### src/hdl/tstl_pkg.sv
package tstl_pkg;

	localparam int SAMPLE_BITS    = 12;
	localparam int NTC_POINTS     = 42;
	localparam int RTD_POINTS     = 51;
	localparam int MAX_POINTS     = 64;
	localparam int IDX_W          = $clog2(MAX_POINTS);
	localparam int STEP_CENTI     = 500;
	localparam int NTC_BASE_CENTI = -5500;
	localparam int TEMP_W         = 16;
	localparam int NUM_W          = $clog2(STEP_CENTI * (1 << SAMPLE_BITS));
	localparam int QUO_W          = $clog2(STEP_CENTI + 1);
	localparam int DSTEP_W        = $clog2(QUO_W);

	localparam logic [IDX_W-1:0] NTC_LAST = IDX_W'(NTC_POINTS - 1);
	localparam logic [IDX_W-1:0] RTD_LAST = IDX_W'(RTD_POINTS - 1);

	typedef logic [SAMPLE_BITS-1:0] sample_t;
	typedef logic [IDX_W-1:0]       pt_idx_t;

	typedef enum logic [2:0] {
		ST_IDLE,
		ST_CHECK,
		ST_SEARCH,
		ST_DIV,
		ST_DONE
	} tstl_state_t;

	// falling thermistor curve, -55 C at index 0, 5 C per point
	function automatic sample_t ntc_point(input pt_idx_t idx);
		sample_t v;
		case (idx)
			6'd0:  v = 12'd4005;  6'd1:  v = 12'd3976;  6'd2:  v = 12'd3938;
			6'd3:  v = 12'd3890;  6'd4:  v = 12'd3831;  6'd5:  v = 12'd3759;
			6'd6:  v = 12'd3673;  6'd7:  v = 12'd3571;  6'd8:  v = 12'd3452;
			6'd9:  v = 12'd3316;  6'd10: v = 12'd3164;  6'd11: v = 12'd2998;
			6'd12: v = 12'd2819;  6'd13: v = 12'd2631;  6'd14: v = 12'd2437;
			6'd15: v = 12'd2241;  6'd16: v = 12'd2047;  6'd17: v = 12'd1858;
			6'd18: v = 12'd1677;  6'd19: v = 12'd1507;  6'd20: v = 12'd1348;
			6'd21: v = 12'd1202;  6'd22: v = 12'd1069;  6'd23: v = 12'd949;
			6'd24: v = 12'd841;   6'd25: v = 12'd745;   6'd26: v = 12'd660;
			6'd27: v = 12'd585;   6'd28: v = 12'd518;   6'd29: v = 12'd447;
			6'd30: v = 12'd408;   6'd31: v = 12'd362;   6'd32: v = 12'd323;
			6'd33: v = 12'd288;   6'd34: v = 12'd257;   6'd35: v = 12'd230;
			6'd36: v = 12'd206;   6'd37: v = 12'd185;   6'd38: v = 12'd166;
			6'd39: v = 12'd149;   6'd40: v = 12'd135;   6'd41: v = 12'd122;
			default: v = '0;
		endcase
		return v;
	endfunction

	// rising platinum RTD curve, 0 C at index 0, 5 C per point
	function automatic sample_t rtd_point(input pt_idx_t idx);
		sample_t v;
		case (idx)
			6'd0:  v = 12'd0;     6'd1:  v = 12'd89;    6'd2:  v = 12'd178;
			6'd3:  v = 12'd267;   6'd4:  v = 12'd355;   6'd5:  v = 12'd443;
			6'd6:  v = 12'd531;   6'd7:  v = 12'd618;   6'd8:  v = 12'd704;
			6'd9:  v = 12'd791;   6'd10: v = 12'd877;   6'd11: v = 12'd962;
			6'd12: v = 12'd1047;  6'd13: v = 12'd1131;  6'd14: v = 12'd1216;
			6'd15: v = 12'd1299;  6'd16: v = 12'd1383;  6'd17: v = 12'd1465;
			6'd18: v = 12'd1548;  6'd19: v = 12'd1630;  6'd20: v = 12'd1712;
			6'd21: v = 12'd1793;  6'd22: v = 12'd1874;  6'd23: v = 12'd1954;
			6'd24: v = 12'd2035;  6'd25: v = 12'd2114;  6'd26: v = 12'd2194;
			6'd27: v = 12'd2273;  6'd28: v = 12'd2351;  6'd29: v = 12'd2430;
			6'd30: v = 12'd2507;  6'd31: v = 12'd2585;  6'd32: v = 12'd2662;
			6'd33: v = 12'd2739;  6'd34: v = 12'd2815;  6'd35: v = 12'd2891;
			6'd36: v = 12'd2967;  6'd37: v = 12'd3042;  6'd38: v = 12'd3117;
			6'd39: v = 12'd3192;  6'd40: v = 12'd3266;  6'd41: v = 12'd3340;
			6'd42: v = 12'd3413;  6'd43: v = 12'd3487;  6'd44: v = 12'd3559;
			6'd45: v = 12'd3632;  6'd46: v = 12'd3704;  6'd47: v = 12'd3776;
			6'd48: v = 12'd3848;  6'd49: v = 12'd3919;  6'd50: v = 12'd3990;
			default: v = '0;
		endcase
		return v;
	endfunction

endpackage

### src/hdl/tstl_divider.sv
module tstl_divider (
	input  logic                         clk,
	input  logic                         arst_n,
	input  logic                         start,
	input  logic [tstl_pkg::NUM_W-1:0]   num,
	input  logic [tstl_pkg::SAMPLE_BITS-1:0] den,
	output logic                         done,
	output logic [tstl_pkg::QUO_W-1:0]   quo
);
	import tstl_pkg::*;

	// Restoring divide, one quotient bit per cycle, MSB first.
	// The caller guarantees num < 2**QUO_W * den.
	logic                   busy_q;
	logic [DSTEP_W-1:0]     step_q;
	logic [NUM_W-1:0]       rem_q;
	logic [SAMPLE_BITS-1:0] den_q;
	logic [QUO_W-1:0]       quo_q;
	logic [NUM_W-1:0]       shifted;
	logic                   take;

	assign shifted = NUM_W'(den_q) << step_q;
	assign take    = (den_q != '0) && (rem_q >= shifted);
	assign done    = busy_q && (step_q == '0);
	assign quo     = quo_q;

	always_ff @(posedge clk or negedge arst_n) begin
		if (!arst_n) begin
			busy_q <= 1'b0;
			step_q <= '0;
		end else if (start) begin
			busy_q <= 1'b1;
			step_q <= DSTEP_W'(QUO_W - 1);
		end else if (busy_q) begin
			if (step_q == '0) begin
				busy_q <= 1'b0;
			end else begin
				step_q <= step_q - 1'b1;
			end
		end
	end

	always_ff @(posedge clk) begin
		if (start) begin
			rem_q <= num;
			den_q <= den;
			quo_q <= '0;
		end else if (busy_q) begin
			if (take) begin
				rem_q <= rem_q - shifted;
			end
			quo_q <= {quo_q[QUO_W-2:0], take};
		end
	end

endmodule

### src/hdl/thermal_sensor_table_linearizer.sv
// Thermal sensor table linearizer: converter sample in, temperature out.
// Input channel: in_valid / in_stall with raw_sample; a beat is taken when
// in_valid is high and in_stall low. Output channel: out_valid / out_stall
// with temp_centi (0.01 C, two's complement) and out_of_range.
// cfg_wr_en / cfg_wr_data write sensor_kind (0 thermistor, 1 RTD); write
// only while no sample is in flight.
// One sample is converted at a time. After the input beat the block checks
// the range, walks the calibration table segment by segment (segments
// 1..50) through one comparator, divides in the restoring divider (one
// quotient bit per cycle) and adds the segment base; a sample that fails
// the range check skips the walk and the divide. in_stall is low again
// once the result enters the output register, so a new beat can follow
// while that result still waits.
// If the output stalls, the finished result holds in the sequencer until
// the output register frees up. Reset clears out_valid and sets
// sensor_kind to the thermistor table.
module thermal_sensor_table_linearizer (
	input  logic                               clk,
	input  logic                               arst_n,
	input  logic                               cfg_wr_en,
	input  logic                               cfg_wr_data,
	input  logic                               in_valid,
	output logic                               in_stall,
	input  logic [tstl_pkg::SAMPLE_BITS-1:0]   raw_sample,
	output logic                               out_valid,
	input  logic                               out_stall,
	output logic signed [tstl_pkg::TEMP_W-1:0] temp_centi,
	output logic                               out_of_range
);
	import tstl_pkg::*;

	tstl_state_t state_q, state_d;

	logic                     kind_q;
	sample_t                  sample_q;
	pt_idx_t                  idx_q;
	logic [NUM_W-1:0]         num_q;
	sample_t                  span_q;
	logic signed [TEMP_W-1:0] base_q;
	logic                     oor_q;

	logic                     out_valid_q;
	logic signed [TEMP_W-1:0] temp_q;
	logic                     oor_out_q;

	// table lookup and segment math
	sample_t                  pt_cur, pt_prev, pt_first, pt_last;
	pt_idx_t                  idx_m1, last_idx;
	logic                     hit, range_bad;
	sample_t                  seg_dist, span;
	logic [TEMP_W-1:0]        base_mag;

	// sequencer controls
	logic                     accept, div_start, div_done, out_free, load_out;
	logic [QUO_W-1:0]         quo;

	assign idx_m1   = idx_q - 1'b1;
	assign last_idx = kind_q ? RTD_LAST : NTC_LAST;
	assign pt_cur   = kind_q ? rtd_point(idx_q)  : ntc_point(idx_q);
	assign pt_prev  = kind_q ? rtd_point(idx_m1) : ntc_point(idx_m1);
	assign pt_first = kind_q ? rtd_point('0)     : ntc_point('0);
	assign pt_last  = kind_q ? rtd_point(RTD_LAST) : ntc_point(NTC_LAST);

	// thermistor falls: both ends bound the span; RTD starts at zero
	assign range_bad = kind_q ? (sample_q > pt_last)
	                          : ((sample_q < pt_last) || (sample_q > pt_first));
	assign hit      = kind_q ? (sample_q <= pt_cur) : (sample_q >= pt_cur);
	assign seg_dist = kind_q ? (sample_q - pt_prev) : (pt_prev - sample_q);
	assign span     = kind_q ? (pt_cur - pt_prev)   : (pt_prev - pt_cur);
	assign base_mag = TEMP_W'(idx_m1) * TEMP_W'(STEP_CENTI);

	assign out_free = !out_valid_q || !out_stall;

	// next state
	always_comb begin
		state_d = state_q;
		case (state_q)
			ST_IDLE:   if (in_valid) state_d = ST_CHECK;
			ST_CHECK:  state_d = range_bad ? ST_DONE : ST_SEARCH;
			ST_SEARCH: begin
				if (hit) begin
					state_d = ST_DIV;
				end else if (idx_q == last_idx) begin
					state_d = ST_DONE;
				end
			end
			ST_DIV:    if (div_done) state_d = ST_DONE;
			ST_DONE:   if (out_free) state_d = ST_IDLE;
			default:   state_d = ST_IDLE;
		endcase
	end

	// sequencer outputs
	always_comb begin
		in_stall  = 1'b1;
		div_start = 1'b0;
		load_out  = 1'b0;
		case (state_q)
			ST_IDLE:   in_stall  = 1'b0;
			ST_SEARCH: div_start = hit;
			ST_DONE:   load_out  = out_free;
			default:   in_stall  = 1'b1;
		endcase
	end

	assign accept = in_valid && !in_stall;

	always_ff @(posedge clk or negedge arst_n) begin
		if (!arst_n) begin
			state_q     <= ST_IDLE;
			kind_q      <= 1'b0;
			out_valid_q <= 1'b0;
		end else begin
			state_q <= state_d;
			if (cfg_wr_en) begin
				kind_q <= cfg_wr_data;
			end
			if (load_out) begin
				out_valid_q <= 1'b1;
			end else if (!out_stall) begin
				out_valid_q <= 1'b0;
			end
		end
	end

	// datapath: capture the sample, walk segments, latch divide operands
	always_ff @(posedge clk) begin
		if (accept) begin
			sample_q <= raw_sample;
		end
		case (state_q)
			ST_CHECK: begin
				oor_q <= range_bad;
				idx_q <= IDX_W'(1);
			end
			ST_SEARCH: begin
				if (hit) begin
					num_q  <= NUM_W'(seg_dist) * NUM_W'(STEP_CENTI);
					span_q <= span;
					base_q <= kind_q ? $signed(base_mag)
					                 : $signed(base_mag) + TEMP_W'(NTC_BASE_CENTI);
				end else if (idx_q == last_idx) begin
					// no segment found: report as out of range
					oor_q <= 1'b1;
				end else begin
					idx_q <= idx_q + 1'b1;
				end
			end
			default: begin
			end
		endcase
		if (load_out) begin
			temp_q    <= oor_q ? '0 : base_q + $signed(TEMP_W'(quo));
			oor_out_q <= oor_q;
		end
	end

	tstl_divider u_div (
		.clk    (clk),
		.arst_n (arst_n),
		.start  (div_start),
		.num    (div_start ? NUM_W'(seg_dist) * NUM_W'(STEP_CENTI) : num_q),
		.den    (div_start ? span : span_q),
		.done   (div_done),
		.quo    (quo)
	);

	assign out_valid    = out_valid_q;
	assign temp_centi   = temp_q;
	assign out_of_range = oor_out_q;

endmodule
### config.mk
export PLATFORM = sky130hd
export DESIGN_NAME = thermal_sensor_table_linearizer
export DESIGN_NICKNAME = d
export VERILOG_FILES = /design/src/hdl/tstl_pkg.sv /design/src/hdl/tstl_divider.sv /design/src/hdl/thermal_sensor_table_linearizer.sv
export SDC_FILE = /design/constraint.sdc
export NUM_CORES = 1
export LEC_CHECK = 0
export BUFFER_PORTS_ARGS = -buffer_cell sky130_fd_sc_hd__clkbuf_2
export CAP_MARGIN = 20
export CORE_UTILIZATION = 50
export CTS_BUF_LIST = sky130_fd_sc_hd__clkbuf_4
export CTS_CLUSTER_DIAMETER = 200
export CTS_CLUSTER_SIZE = 30
export DETAILED_ROUTE_END_ITERATION = 16
export HOLD_SLACK_MARGIN = 0.1
export PLACE_DENSITY = 0.65
export SLEW_MARGIN = 20
export SYNTH_ARGS = -nofsm -noshare
export SYNTH_HDL_FRONTEND = slang
export SYNTH_SLANG_ARGS = --single-unit
### constraint.sdc
create_clock -name clk -period 21.1 [get_ports clk]
set_input_delay 5.275 -clock clk [delete_from_list [all_inputs] [get_ports clk]]
set_output_delay 5.275 -clock clk [all_outputs]
set_load 0.1 [all_outputs]
# Yosys cells after proc, flatten, opt, wreduce, memory -nomap -nowiden
# Memories as Yosys holds them, arrays and structs flattened. A register that Yosys moved wholly into a read port is not among the register bits.
# Cells that the tools add are included.
[totals]
reg_bits = 104
romBits = 3072
input_bits = 18
out_inout_bits = 19
elab_cells = 112
memories = 4
[classes]
add_sub_neg = 10
n_mul = 2
magnitude_cmp = 6
n_eq_ne = 14
shift = 1
n_mux = 39
n_reduce_logical = 20
[memory_table]
columns = ["memory", "words", "width", "read_ports", "rd_clocked_by_memory_dff", "wr", "line", "text"]
rows = [
  ["(no name shown)", 64, 12, 1, 0, 0, "tstl_pkg.sv:32", "case (idx)"],
  ["(no name shown)", 64, 12, 1, 0, 0, "tstl_pkg.sv:55", "case (idx)"],
  ["(no name shown)", 64, 12, 1, 1, 0, "tstl_pkg.sv:32", ""],
  ["(no name shown)", 64, 12, 1, 1, 0, "tstl_pkg.sv:55", ""],
]
[ops]
columns = ["cell", "n"]
rows = [
  ["12-bit 2-to-1 mux", 6],
  ["21-bit 2-to-1 mux", 3],
  ["12-bit subtractor", 4],
  ["12-bit > comparator", 2],
  ["6-bit 2-to-1 mux", 4],
  ["21-bit >= comparator", 1],
  ["12-bit by 4-bit left shift with 21-bit output", 1],
  ["21-bit subtractor", 1],
  ["12-bit by 7-bit multiplier with 19-bit output, second input constant", 1],
  ["3-bit 2-to-1 mux", 6],
  ["16-bit by 14-bit adder with 16-bit output, second input constant", 1],
  ["16-bit by 9-bit adder with 16-bit output", 1],
  ["15-bit 2-to-1 mux", 1],
  ["3-bit case mux with 5 select lines", 1],
  ["2-bit inequality test, second input constant", 7],
  ["6-bit by 7-bit multiplier with 13-bit output, second input constant", 1],
  ["12-bit >= comparator", 1],
  ["12-bit <= comparator", 1],
  ["12-bit < comparator", 1],
  ["1-bit 2-to-1 mux", 12],
  ["4-bit 2-to-1 mux", 3],
  ["6-bit case mux with 2 select lines", 1],
  ["12-bit nonzero test", 1],
  ["2-bit AND reduction", 4],
  ["19 further kinds", 27],
]

# Longest topological paths before layout
# Gate-level depths: netlist of run 1.
# An unclocked memory read counts as a cell.
[depth]
depth_word = 7
mapped_depth = 43
mapped_depth_nobuf = 38

# By module
# Synthesis of run 1 repeated with hierarchy kept, for this count alone.
[unflattened]
hier_cells = 2188
area_unflattened_um2 = 18245.0
[by_module_without_submodules]
columns = ["mod", "instances", "cells_each", "area_each_um2", "seq_area_each_um2"]
rows = [
  ["thermal_sensor_table_linearizer", 1, 1796, 14570.2, 3037.9],
  ["tstl_divider", 1, 392, 3674.8, 1296.2],
]

# Least setup slack after synthesis of run 1
# Ideal clock, no wire load.
[synth_timing]
path_type = "register to register"
startpoint = "register idx_q[1]"
endpoint = "register u_div.rem_q[20], data pin"
setup_time_ps = 159
arrival_ps = 9703
required_ps = 20941
setup_slack_ps = 11237
stages_incl_launch_ff = 41
path_buffers = 7
period_less_slack_ps = 9863
path_cell_list = "edfxtp_1 buf_2 buf_1 clkinv_1 ha_1 clkbuf_1 inv_1 ha_1 clkbuf_1 buf_1 buf_1 clkbuf_1 o311ai_0 o21ai_0 nand2_1 a31oi_1 ha_1 nor2b_1 (+5 left out) a211oi_1 a31oi_2 xnor2_2 inv_1 ha_1 inv_1 fa_1 fa_1 fa_1 inv_1 ha_1 a21oi_1 o21ai_0 o31ai_1 o21ai_0 a2111oi_0 a41oi_1 o211ai_1"
[synth_via]
elab_chain_cells = 7
word_cells_on_any_way = 9
cone_classes = "add/sub (3); mul (1); mux (3); memory (2)"
[synth_lines]
columns = ["element", "line", "text"]
rows = [
  ["start, declared", "thermal_sensor_table_linearizer.sv:36", "pt_idx_t idx_q;"],
  ["start signal, assigned", "thermal_sensor_table_linearizer.sv:146", "idx_q <= idx_q + 1'b1;"],
  ["6-bit by 1-bit subtractor with 6-bit output *", "thermal_sensor_table_linearizer.sv:57", "assign idx_m1 = idx_q - 1'b1;"],
  ["memory read 64 x 12 bit (on tied branches)", "-", ""],
  ["12-bit 2-to-1 mux *", "thermal_sensor_table_linearizer.sv:60", "assign pt_prev = kind_q ? rtd_point(idx_m1) : ntc_point(idx_m1);"],
  ["12-bit subtractor", "thermal_sensor_table_linearizer.sv:68", "assign seg_dist = kind_q ? (sample_q - pt_prev) : (pt_prev - sample_q);"],
  ["12-bit 2-to-1 mux *", "thermal_sensor_table_linearizer.sv:68", ""],
  ["12-bit by 7-bit multiplier with 19-bit output *", "thermal_sensor_table_linearizer.sv:162", ".num (div_start ? NUM_W'(seg_dist) * NUM_W'(STEP_CENTI) : num_q),"],
  ["21-bit 2-to-1 mux *", "tstl_divider.sv:44", "if (start) begin"],
  ["end signal, assigned", "tstl_divider.sv:45", "rem_q <= num;"],
  ["end signal, assigned", "tstl_divider.sv:50", "rem_q <= rem_q - shifted;"],
  ["end, declared", "tstl_divider.sv:16", "logic [NUM_W-1:0] rem_q;"],
]
# Mark *: on every way between the ends. The rest lies on a longest branch, timed or not.
# A chain may end at the register's enable or synchronous reset.

# Worst setup path after layout of run 1
[layout_timing]
startpoint = "register idx_q[0]"
endpoint = "register u_div.rem_q[20], data pin"
# Same word-level chain as after synthesis.

==> results of run 1 <==
-- cell type report --
cell class	count	area, sq um	area share, %
Multi-Input combinational cell	1529	11600	69.4
Antenna cell	3	7.51	0.0448
Inverter	164	616	3.68
Timing Repair Buffer	58	345	2.06
Clock inverter	14	134	0.800
Sequential cell	126	3390	20.2
Tap cell	402	503	3.00
Clock buffer	18	135	0.807
-- through the flow --
| step | setup WS, ps | hold slack [ps] |
|---|---|---|
| 2_1_floorplan | 11240 | 465 |
| 3_3_place_gp | 10860 | 488 |
| 3_5_place_dp | 10470 | 500 |
| 4_1_cts | 10430 | 519 |
| 5_1_grt | 9540 | 557 |
| 6_report | 10320 | 515 |
-- layer usage --
| layer | share of wire (%) | vias up | GRT usage [%] |
|---|---|---|---|
| li1 | - | 6942 | - |
| met1 | 43 | 6805 | 37.0 |
| met2 | 45 | 639 | 45.6 |
| met3 | 6.6 | 160 | 4.54 |
| met4 | 4.7 | 0 | 13.4 |
| met5 | 0 | - | 0 |
-- worst max-delay path: cells and delay by family (launching register included) --
| family | cells | cell delay, ps |
|---|---|---|
| adder cells (fa/ha/maj) | 8 | 3600 |
| flip-flops | 1 | 380 |
| XOR/XNOR | 1 | 490 |
| buffers and inverters | 7 | 1610 |
| AO/OA/AOI/OAI | 18 | 4010 |
| AND/OR/NAND/NOR | 4 | 500 |
-- kinds of logic after synthesis --
group / synth area share, %
compound gates: 25.2
xor+xnor: 6.35
fa+ha+maj: 20.5
buf+inv: 6.80
flops: 21.1
mux: 4.78
simple gates: 15.3
-- placed cells by master (no fill, tap or decap), types with 36 or more instances in the layout --
cell type | synthesis | final
ha_1 | 186 | 185
nor2_1 | 158 | 158
a21oi_1 | 155 | 155
inv_1 | 152 | 152
nand2_1 | 150 | 150
o21ai_0 | 110 | 110
edfxtp_1 | 81 | 81
xnor2_1 | 57 | 57
mux2i_1 | 52 | 52
fa_1 | 47 | 47
a21o_1 | 46 | 46
nor3_1 | 43 | 43
xor2_1 | 39 | 38
nand3_1 | 36 | 36
clkbuf_2 | 1 | 36
-- worst paths after layout --
check | endpoint
setup reg to reg | u_div.rem_q[20]$_DFFE_PP_
min in group asynchronous | u_div.step_q[0]$_DFFE_PN0P_
max in group asynchronous | kind_q$_DFFE_PN0P_
hold / removal | u_div.rem_q[0]$_SDFFE_PP0P_
hold reg to reg | u_div.rem_q[0]$_SDFFE_PP0P_
setup / recovery | u_div.rem_q[20]$_DFFE_PP_
==> flow_metrics.tcl, run 1 <==
set metrics [dict create \
    required_ps 21550 \
    synth.most_common_cell "ha_1" \
    async_flop_share_pct 7.94 \
    timing.final.crit_share_pct 51.1 \
    htreeDepth 4 \
    skew_ps 31.2 \
    yosysTopAreaCellShare_pct 15.1 \
    route.detailed.drc 0 \
    arrival_ps 11230 \
    netlist_instances 1926 \
    antenna_found_initial 2 \
    grt_max_degree 66 \
    wire_per_inst_um 20.0 \
    vias_per_cell 6.29 \
    rr_startpoint "idx_q[0]$_DFFE_PP_" \
    die-area_sq_mm 0.0329 \
    crit_path_start "idx_q[0]$_DFFE_PP_" \
    cts_tree "done" \
    rsz0062_at_grt "false" \
    drt-total-wl_um 46300 \
    yosysTopAreaCell "edfxtp_1" \
    coreArea_sq_mm 0.0316 \
    start_kind "flop" \
    gp_congestion 1.02 \
    crit_path_end_kind "flop" \
    final_core_util_pct 53.0 \
    ios 37 \
    dp.cells 2279 \
    finalHoldViolCount 0 \
    cpPeakStageDelay_ps 640 \
    syn_area_per_cell_sq_um 8.34 \
    synth_edf_count 81 \
    io_buffer_count 36 \
    fill_cells 2982 \
    final_cells 2314 \
    reg2reg_depth 38 \
    setup_violations 0 \
    synthesis.nets 2177 \
    cts_hold_buf 0 \
    timing.setup.tns_ps 0 \
    syn_area_sq_mm 0.0161 \
    min_from "u_div.rem_q[0]$_SDFFE_PP0P_" \
    cts_resized 0 \
    worstHoldPathType "reg2reg" \
    fin_area_sq_mm 0.0167 \
    die_w_um 181 \
    die_h_um 181 \
    ys_seq_area_share_pct 21.1 \
    rows 65 \
    cts_sinks 126 \
    maxSlewHeadroom_pct 25.1 \
    drive_gt1_share_pct 9.01 \
    regToRegSetupSlack_ps 10320 \
    synthTopCellsByArea "edfxtp_1 (15%), ha_1 (14%), fa_1 (5.9%)" \
    syn_to_final_growth_pct 4.16 \
    crit_type "reg2reg" \
    yosys_warnings 0 \
    layout_min_cycle_time_ps 10780 \
    worstPathMaxFanout 65 \
    worst_slew_pin_slew_ps 1090 \
    drtAntennaViolNets 0 \
    insertion_delay_ps 620 \
    grt_pass1_vias 13734 \
    critPathSlowestCell "ha_1" \
    path_clk_slew_ps 140 \
    drt_iter0_drc 1031 \
    ys.flop_type "edfxtp_1" \
    ys_types 106 \
    post_cts.repair.setup_buffers 0 \
    fmax_mhz 92.8 \
    dpl_cell_area_sq_mm 0.0165 \
    cts_made_buffers 17 \
    via_count 14546 \
    floorplan.initialDensity_pct 50.9 \
    first_pass_iters 6 \
    slew_violations 0 \
    grt_pass1_wl_um 74100 \
    min_path_cells 2 \
    drv_cap 0 \
    post-dp-hpwl_um 34500 \
    ys_ff_latch 126 \
    root_buffer "clkbuf_4" \
    grt_usage_pct 28.3 \
    status "complete, no violations" \
    synth_common_cells "ha_1 (186), nor2_1 (158), a21oi_1 (155), inv_1 (152), nand2_1 (150)" \
    clockBufferDepth 2 \
    finalNetCount 2147 \
    grt.overflow.total 0 \
]
Power of run 1 is left out: the tool's default activity adds up to more than one toggle a clock period on the data nets, which glitch-free logic cannot reach.
==> run 2, diff against run 1 <==
Settings changed: PLACE_DENSITY 0.65 to 0.68.
Clock period 21.1 ns to 8.8 ns, I/O delays scaled along.
==> run 2 against run 1 <==
Via count is 2.0% higher. Clock skew is 16 ps higher. First-iteration DRC count is 31% higher. Global-route usage is 2.1 points higher. Final cell count is 2.7% higher. Non-clock buffer count is 63 higher. Routed wire length is 8.4% higher. Maximum frequency is 27% higher. Critical endpoint is now u_div.rem_q[19]$_DFFE_PP_. Largest cell class unchanged.
==> flow_metrics.tcl, run 2 (synthesis gave the netlist of run 1 again) <==
set metrics [dict create \
    multi_input_area_sq_mm 0.0117 \
    insertion_delay_ps 620 \
    maxSlewHeadroom_pct 28.1 \
    gp_congestion 1.00 \
    route.detailed.drc 0 \
    worstHoldPathType "reg2reg" \
    cp_num_cells 36 \
    layout_common_cells "ha_1 (183), nor2_1 (158), a21oi_1 (153)" \
    finalWorstSetupSlack_ps 298 \
    timing.final.crit_share_pct 96.6 \
    critPathSlowestCell "edfxtp_1" \
    grt_pass1_wl_um 78200 \
    cts_made_buffers 17 \
    worstPathMaxFanout 10 \
    cts_tree "done" \
    antenna_found_initial 1 \
    crit_path_end_kind "flop" \
    drtAntennaViolNets 0 \
    via_count 14844 \
    skew_ps 47.6 \
    floorplan.initialDensity_pct 50.9 \
    finalHoldWorstSlack_ps 513 \
    die_h_um 181 \
    detailedPlace.worstSlack_ps 147 \
    die-area_sq_mm 0.0329 \
    worst_slew_pin_slew_ps 1070 \
    syn_to_final_growth_pct 8.12 \
    grt_usage_pct 30.4 \
    crit_family "adder cells" \
    io_buffer_count 36 \
    final_common_cell "ha_1" \
    required_ps 9150 \
    setup_violations 0 \
    rr_startpoint "idx_q[1]$_DFFE_PP_" \
    wire_per_inst_um 21.1 \
    root_buffer "clkbuf_4" \
    grt_pass1_vias 14288 \
    reg2reg_depth 36 \
    rows 65 \
    first_pass_iters 6 \
    grt_max_degree 44 \
    crit_type "reg2reg" \
    ios 37 \
    clockBufferDepth 2 \
    drive_gt1_share_pct 12.6 \
    grt.overflow.total 0 \
    drt_iter0_drc 1347 \
    htreeDepth 4 \
    fill_cells 2994 \
    regToRegSetupSlack_ps 300 \
    die_w_um 181 \
    fmax_mhz 118 \
    drv_cap 0 \
    start_kind "flop" \
    cp-endpoint "u_div.rem_q[19]$_DFFE_PP_" \
    vias_per_cell 6.25 \
    status "complete, no violations" \
    cpPeakStageDelay_ps 520 \
    arrival_ps 8850 \
    path_clk_slew_ps 130 \
    crit_path_start "idx_q[1]$_DFFE_PP_" \
    layout_min_cycle_time_ps 8500 \
    critPathBufInv 7 \
    finalNetCount 2211 \
    worst_r2r_endpoint "u_div.rem_q[19]$_DFFE_PP_" \
    post-dp-hpwl_um 38000 \
    drt-total-wl_um 50200 \
    cts_sinks 126 \
    coreArea_sq_mm 0.0316 \
    slew_violations 0 \
    finalHoldViolCount 0 \
    ff_latch_area_sq_mm 0.00339 \
]
-- run 2: repair_timing --
item                                    CTS  global route
endpoints found under the setup margin    0             5
hold buffers                              0             0
setup buffers                             0            18
endpoints found under the hold margin     0             0
resized for setup                         0            19
-- run 2: worst min path at each step --
stage,slack (ps),from,depth (start not counted),end
final,510,u_div.rem_q[0]$_SDFFE_PP0P_,2,u_div.rem_q[0]$_SDFFE_PP0P_
after global routing,540,u_div.rem_q[0]$_SDFFE_PP0P_,2,u_div.rem_q[0]$_SDFFE_PP0P_
after CTS,510,u_div.rem_q[0]$_SDFFE_PP0P_,2,u_div.rem_q[0]$_SDFFE_PP0P_
after detailed placement,500,u_div.rem_q[0]$_SDFFE_PP0P_,2,u_div.rem_q[0]$_SDFFE_PP0P_
after global placement,490,u_div.rem_q[0]$_SDFFE_PP0P_,2,u_div.rem_q[0]$_SDFFE_PP0P_
after floorplan,460,u_div.quo[8]$_SDFFE_PP0P_,2,u_div.quo[8]$_SDFFE_PP0P_
-- run 2: tightest hold or removal path, delay by kind of cell (launching register included) --
family | cells | cell delay [ps]
AND/OR/NAND/NOR | 1 | 90
flip-flops | 1 | 340
AO/OA/AOI/OAI | 1 | 50
-- run 2: stage by stage --
stage | util [%] | cell area (sq um) | TNS, ps | std cells
floorplan | - | 16200 | 0 | 1926
global placement | 53.6 | 16900 | 0 | 2323
detailed placement | 53.6 | 16900 | 0 | 2323
CTS | 54.3 | 17100 | 0 | 2355
global route | 55.1 | 17400 | -95.4 | 2376
finish | 55.1 | 17400 | 0 | 2376
-- run 2: cell type report --
cell class,instances,share of cell area (%)
multi-input combinational,1530,67.5
sequential,126,19.5
timing repair buffer,121,5.12
inverter,164,3.56
tap,402,2.89
clock buffer,17,0.734
clock inverter,15,0.670
antenna,1,0.0144
-- run 2: per-layer routing --
layer,GRT usage [%],part of all wire [%],up-vias
li1,-,-,7045
met1,39.8,44,7013
met2,49.4,45,640
met3,4.56,6.7,146
met4,13.8,4.1,0
met5,0,0,-
Power of run 2 is left out for the same reason.
